File: config.mk
export PLATFORM = sky130hd
export DESIGN_NAME = cmg_front
export DESIGN_NICKNAME = d
export VERILOG_FILES = /design/src/sv/cmg_pkg.sv /design/src/sv/cmg_front.sv
export SDC_FILE = /design/constraint.sdc
export NUM_CORES = 1
export LEC_CHECK = 0
export ABC_AREA = 1
export ABC_CLOCK_PERIOD_IN_PS = 5000
export BUFFER_PORTS_ARGS = -buffer_cell sky130_fd_sc_hd__buf_2
export CORE_MARGIN = 2
export CORE_UTILIZATION = 40
export DETAILED_ROUTE_END_ITERATION = 16
export PLACE_DENSITY = 0.6
export RECOVER_POWER = 100
export SKIP_LAST_GASP = 1
export SLEW_MARGIN = 20
export SYNTH_ARGS = -nofsm -noshare
export SYNTH_HDL_FRONTEND = slang
export SYNTH_SLANG_ARGS = --single-unit
File: constraint.sdc
create_clock -name clk -period 5 [get_ports clk]
set_input_delay 0.5 -clock clk [delete_from_list [all_inputs] [get_ports clk]]
set_output_delay 0.5 -clock clk [all_outputs]
set_load 0.05 [all_outputs]
File: src/sv/cmg_pkg.sv
// Shared types and constants for the concave-over-modular gain engine.
// No dependencies; imported by every module of the block except cmg_ram.
package cmg_pkg;

	localparam int MAX_QUERIES = 64;
	localparam int MAX_ITEMS   = 4096;
	localparam int QW          = $clog2(MAX_QUERIES);
	localparam int IW          = $clog2(MAX_ITEMS);
	localparam int NW          = QW + 1;
	localparam int SUM_W       = 32;
	localparam int V_W         = SUM_W + 1;
	localparam int T_W         = 26;
	localparam int GAIN_W      = 40;
	localparam int TOT_W       = 40;
	localparam int WQ_DEPTH    = 2;
	localparam int WQ_PW       = $clog2(WQ_DEPTH);
	localparam logic [31:0] LN2_Q32 = 32'd2977044472;

	typedef enum logic [1:0] {
		OP_GAIN  = 2'd0,
		OP_ADD   = 2'd1,
		OP_CLEAR = 2'd2,
		OP_EVAL  = 2'd3
	} op_t;

	typedef enum logic [1:0] {
		CFG_KIND   = 2'd0,
		CFG_ETA    = 2'd1,
		CFG_QCOUNT = 2'd2,
		CFG_CHECK  = 2'd3
	} cfg_idx_t;

	typedef struct packed {
		logic [1:0]  opcode;
		logic [11:0] item_index;
		logic [15:0] kernel_value;
		logic        last_element;
	} in_item_t;

	typedef struct packed {
		logic signed [31:0] result_value;
		logic               already_selected;
	} out_item_t;

	typedef struct packed {
		logic [1:0]  transform_kind;
		logic [15:0] diversity_weight;
		logic [6:0]  query_count;
		logic        check_membership;
	} cfg_t;

	// one row element or command after classification
	typedef struct packed {
		op_t           op;
		logic [IW-1:0] item;
		logic [15:0]   k;
		logic          last;
		logic [QW-1:0] pos;
		logic          act;
	} work_t;

endpackage

File: src/sv/cmg_front.sv
// Front end: accepts items, tracks the row element position, queues work for the back end.
// Depends on cmg_pkg.
module cmg_front (
	input  logic               clk,
	input  logic               arst_n,
	input  logic               push,
	output logic               full,
	input  cmg_pkg::in_item_t  in_data,
	input  logic [6:0]         query_count,
	input  logic               blocked,
	input  logic               q_pop,
	output logic               q_valid,
	output cmg_pkg::work_t     q_entry
);
	import cmg_pkg::*;

	work_t            mem_q [WQ_DEPTH];
	logic [WQ_PW-1:0] wr_q, rd_q;
	logic [WQ_PW:0]   cnt_q;
	logic [QW-1:0]    pos_q;
	logic             accept, take;
	work_t            w;

	assign full    = (cnt_q == (WQ_PW+1)'(WQ_DEPTH)) || blocked;
	assign accept  = push && !full;
	assign q_valid = (cnt_q != '0);
	assign take    = q_pop && q_valid;
	assign q_entry = mem_q[rd_q];

	always_comb begin
		w.op   = op_t'(in_data.opcode);
		w.item = IW'(in_data.item_index);
		w.k    = in_data.kernel_value;
		w.last = in_data.last_element;
		w.pos  = pos_q;
		w.act  = 32'(pos_q) < 32'(query_count);
	end

	always_ff @(posedge clk or negedge arst_n) begin
		if (!arst_n) begin
			wr_q  <= '0;
			rd_q  <= '0;
			cnt_q <= '0;
			pos_q <= '0;
		end else begin
			if (accept) begin
				mem_q[wr_q] <= w;
				wr_q        <= wr_q + WQ_PW'(1);
				if (w.op == OP_CLEAR || w.op == OP_EVAL || w.last)
					pos_q <= '0;
				else
					pos_q <= pos_q + QW'(1);
			end
			if (take)
				rd_q <= rd_q + WQ_PW'(1);
			cnt_q <= cnt_q + (WQ_PW+1)'(accept) - (WQ_PW+1)'(take);
		end
	end
endmodule

# Word-level counts from Yosys, hierarchy flattened
# Memories as Yosys holds them, arrays and structs flattened.
# Cells that the tools add are included.
# W data, S select, Z words.
[word_totals]
inputBits = 43
out_inout_bits = 40
mem_count = 1
reg_bits = 10
wordCells = 25
mem_bits_rw = 76
[memory_table]
columns = ["memory", "words", "width", "read_ports", "rd_ports_with_merged_regs", "write_ports", "line", "rtl"]
rows = [
  ["mem_q", 2, 38, 1, 0, 1, "cmg_front.sv:17", "work_t mem_q [WQ_DEPTH];"],
]
[classes]
addsub = 5
reduce_logical = 8
muxes = 3
n_lt_le_gt_ge = 1
n_eq_ne = 3
[ops]
columns = ["op", "count"]
rows = [
  ["$lt A6 B7 Y1", 1],
  ["$add A6 B1 Y6 const B", 1],
  ["$eq A2 B2 Y1 const B", 3],
  ["$mux W6", 1],
  ["$logic_and A1 B1 Y1", 3],
  ["$logic_or A1 B1 Y1", 3],
  ["$add A1 B1 Y1 const B", 2],
  ["$add A2 B1 Y2", 1],
  ["$mux W1", 2],
  ["$reduce_bool A2 Y1", 1],
  ["$sub A2 B1 Y2", 1],
  ["$logic_not A1 Y1", 1],
]

# Depth between registers and ports, before layout
[logic_depth]
ltp_word = 7
depth_mapped = 9
mapped_depth_nobuf = 9

# Worst setup path after synthesis
# No wires, ideal clock.
[synth_path]
kind = "input-to-reg"
start = "in blocked"
end = "mem mem_q[0][0] (netlist name), enable pin"
cell_stages = 3
slack_ps = 1121
setup_time_ps = 480
t_arrival_ps = 3399
required_ps = 4520
path_cell_list = "inv_1 nand3_2 nor3_1"
[synth_between]
elab_chain_cells = 6
[synth_rtl]
columns = ["item", "line", "rtl"]
rows = [
  ["from (decl)", "cmg_front.sv:10", "input logic blocked,"],
  ["$logic_or A1 B1 Y1", "cmg_front.sv:24", "assign full = (cnt_q == (WQ_PW+1)'(WQ_DEPTH)) || blocked;"],
  ["$logic_not A1 Y1", "cmg_front.sv:25", "assign accept = push && !full;"],
  ["$logic_and A1 B1 Y1", "cmg_front.sv:25", ""],
  ["$mux W1", "cmg_front.sv:46", "if (accept) begin"],
  ["$logic_and A1 B1 Y1 (not written as such)", "cmg_front.sv:47", "mem_q[wr_q] <= w;"],
  ["$mux W1 (not written as such)", "cmg_front.sv:47", ""],
  ["to (decl)", "cmg_front.sv:17", ""],
]
# No other way between the ends.

# Worst setup path in the final report
[layout_path]
start = "reg cnt_q[0]"
end = "mem mem_q[0][34] (netlist name), enable pin"
[layout_between]
elab_chain_cells = 7
[layout_rtl]
columns = ["item", "line", "rtl"]
rows = [
  ["from (decl)", "cmg_front.sv:19", "logic [WQ_PW:0] cnt_q;"],
  ["from (signal assigned)", "cmg_front.sv:56", "cnt_q <= cnt_q + (WQ_PW+1)'(accept) - (WQ_PW+1)'(take);"],
  ["$eq A2 B2 Y1", "cmg_front.sv:24", ""],
  ["$logic_or A1 B1 Y1", "cmg_front.sv:24", ""],
  ["$logic_not A1 Y1", "cmg_front.sv:25", ""],
  ["$logic_and A1 B1 Y1", "cmg_front.sv:25", ""],
  ["$mux W1", "cmg_front.sv:46", ""],
  ["$logic_and A1 B1 Y1 (not written as such)", "cmg_front.sv:47", ""],
  ["$mux W1 (not written as such)", "cmg_front.sv:47", ""],
]
# No other way between the ends.

==> impl_metrics.ini <==
[synthesis]
synthCells = 285
syn-num-nets = 336
netlist.area_leader.share_pct = 66.0
synthTopCellsByCount = nand2_1, edfxtp_1, inv_1
ys.flop_type = edfxtp_1
yosys.area.top_type = edfxtp_1
synthArstFlopShare_pct = 11.6
ys_types = 21
synth_seq_area_share_pct = 73.2
ys_top_cells_by_area = edfxtp_1, nand2_1, dfrtp_1, ha_1, inv_1
synth_edf_count = 76
syn_area_sq_mm = 0.00346
yosysMostFrequentCell = nand2_1
synth-seq-cells = 86
yosys_warnings = 0
syn_avg_cell_area_sq_um = 12.1

[clock_tree]
ctsRootBufferMaster = clkbuf_8
cts_inserted_buffers = 9
cts_max_level = 3
cts_max_path_buffers = 2
cts_hold_buf = 0
cts_tree = done
cts_sinks = 86
insertion_delay_ps = 340
cts_resized = 0
path_clk_slew_ps = 80
cts_setup_buffers = 0

[timing]
final-hold-violation-count = 0
max-slew-margin-rel_pct = -19.0
tightest_slew_ps = 1770
setup_ws_ps = 1960
skew_ps = 15.0
grt_setup_unrepaired = no
finalSetupViolCount = 0
setup_tns_ps = 0
period_needed_ps = 3040
min_period_over_period_pct = 60.9
drv_slew = 14
fmax_mhz = 328

[finish]
design_area_sq_mm = 0.00404
drive_gt1_share_pct = 11.1
nets = 424
final_util_pct = 48.7
areaGrowthSynthToFinish_pct = 16.8
diodes = 0

[critical_path]
cp-end-kind = flip-flop
cp_max_fo = 26
path_class = flip-flop to flip-flop
reg2regPathDepth = 5
setup.worst_path.start_class = flip-flop
critical_path_required_ps = 5000
reg2reg_from = cnt_q[0]$_DFF_PN0_
arrival_ps = 3050
reg2reg_slack_ps = 1960
rr_endpoint = mem_q[0][34]$_DFFE_PP_

[run_status]
status = finished, violations left
violations = max-capacitance violations, max-slew violations

[job]
maxCapViolCount = 1

[global_routing]
grt_util_met2_pct = 22.1
grt_pass1_vias = 2159
busiest_layer = met2
grt_max_degree = 40
grt_pass1_wl_mm = 10.3
grt_use_met3_pct = 4.62
grt-ovfl-total = 0
use_met1_pct = 18.4
grt_use_total_pct = 14.0
antenna_found_initial = 0

[route]
drt_iter0_drc = 105
drcViolationCount = 0
via_per_inst = 4.56
drtPass1Iterations = 4
wl_mm = 6.30
final_antenna_net_count = 0
routedWlPerCell_microns = 13.1
vias = 2196

[floorplanning]
design.core.area_sq_mm = 0.00830
die_y_microns = 97.0
start_util_pct = 41.7
rows = 33
fp.dieW_microns = 97.0
ios = 83
die_area_sq_mm = 0.00941

[power_and_ir_drop]
p_leak_nw = 1.67
p_total_mw = 2.27
ir_drop_mv = 0.328
powerDensity_mw_per_mm2 = 562

[placed_design]
placement.setup.worst_slack_ps = 2380
place_congestion = 0.727
post_dp_cell_area_sq_mm = 0.00398
dp_hpwl_mm = 4.16
portBuffers = 82

[worst_hold_path]
hold_path.class = input pin to asynchronous set/reset pin
[state kept, by name, indices dropped and copies added (netlist names)]
register	flops
pos_q	6
cnt_q	2
mem_q	76
wr_q	1
rd_q	1
[where the power goes]
part	total (mW)	switching [mW]	leakage [nW]	internal, mW
clock network	0.420	0.240	0.0781	0.180
registers	0.881	0.0272	0.818	0.854
logic	0.967	0.804	0.772	0.164
[final cells by class]
type                            count  area [sq um]
Multi-Input combinational cell    172           776
Clock inverter                      6          45.0
Clock buffer                        9           124
Sequential cell                    86          2530
Timing Repair Buffer               85           358
Fill cell                         755          4260
Tap cell                          105           131
Inverter                           19          71.3
[critical path, stage by stage (launching register included)]
cell and delay (ps):
dfrtp_1 350, inv_1 50, nand2_1 110, nand3_1 240, nor3_1 1410, buf_4 540
[through the flow]
step           std cells  hold slack (ps)
3_3_place_gp         467              379
3_5_place_dp         467              374
6_report             482              117
4_1_cts              482             3.09
2_1_floorplan        285              204
5_1_grt              482              156
[worst max path at each step]
stage                       start                     end  slack [ps]  cells past startpoint
2_1_floorplan             blocked   mem_q[0][0]$_DFFE_PP_        1120                      3
3_3_place_gp              blocked  mem_q[0][17]$_DFFE_PP_        2450                      5
3_5_place_dp              blocked  mem_q[0][17]$_DFFE_PP_        2380                      5
4_1_cts        cnt_q[0]$_DFF_PN0_  mem_q[0][34]$_DFFE_PP_        2590                      5
5_1_grt        cnt_q[0]$_DFF_PN0_   mem_q[0][2]$_DFFE_PP_        1630                      5
6_report       cnt_q[0]$_DFF_PN0_  mem_q[0][34]$_DFFE_PP_        1960                      5
[cell usage in the layout, fill, tap and decap left out, drive strengths merged, types with 2 or more instances in the layout]
master	instances
nand2	133
edfxtp	76
clkbuf	69
buf	25
inv	21
dfrtp	10
nand3	8
ha	8
a21oi	7
nor2	6
xor2	3
o21ai	3
clkinvlp	3
xnor2	2
nor3	2
[cell families after synthesis]
| family | Yosys count | synth area share, % |
|---|---|---|
| AO/OA/AOI/OAI | 10 | 1.45 |
| XOR/XNOR | 5 | 1.27 |
| adder cells (fa/ha/maj) | 8 | 2.89 |
| buffers and inverters | 27 | 3.65 |
| flip-flops | 86 | 73.2 |
| AND/OR/NAND/NOR | 149 | 17.5 |
[routing by layer]
| metal | part of all wire, % | up-vias | wire [microns] |
|---|---|---|---|
| li1 | - | 1116 | - |
| met1 | 47 | 1002 | 2970 |
| met2 | 45 | 67 | 2830 |
| met3 | 6.4 | 11 | 401 |
| met4 | 1.6 | 0 | 101 |
| met5 | 0 | - | 0 |
Note: power is estimated with default switching activity, not from simulation.
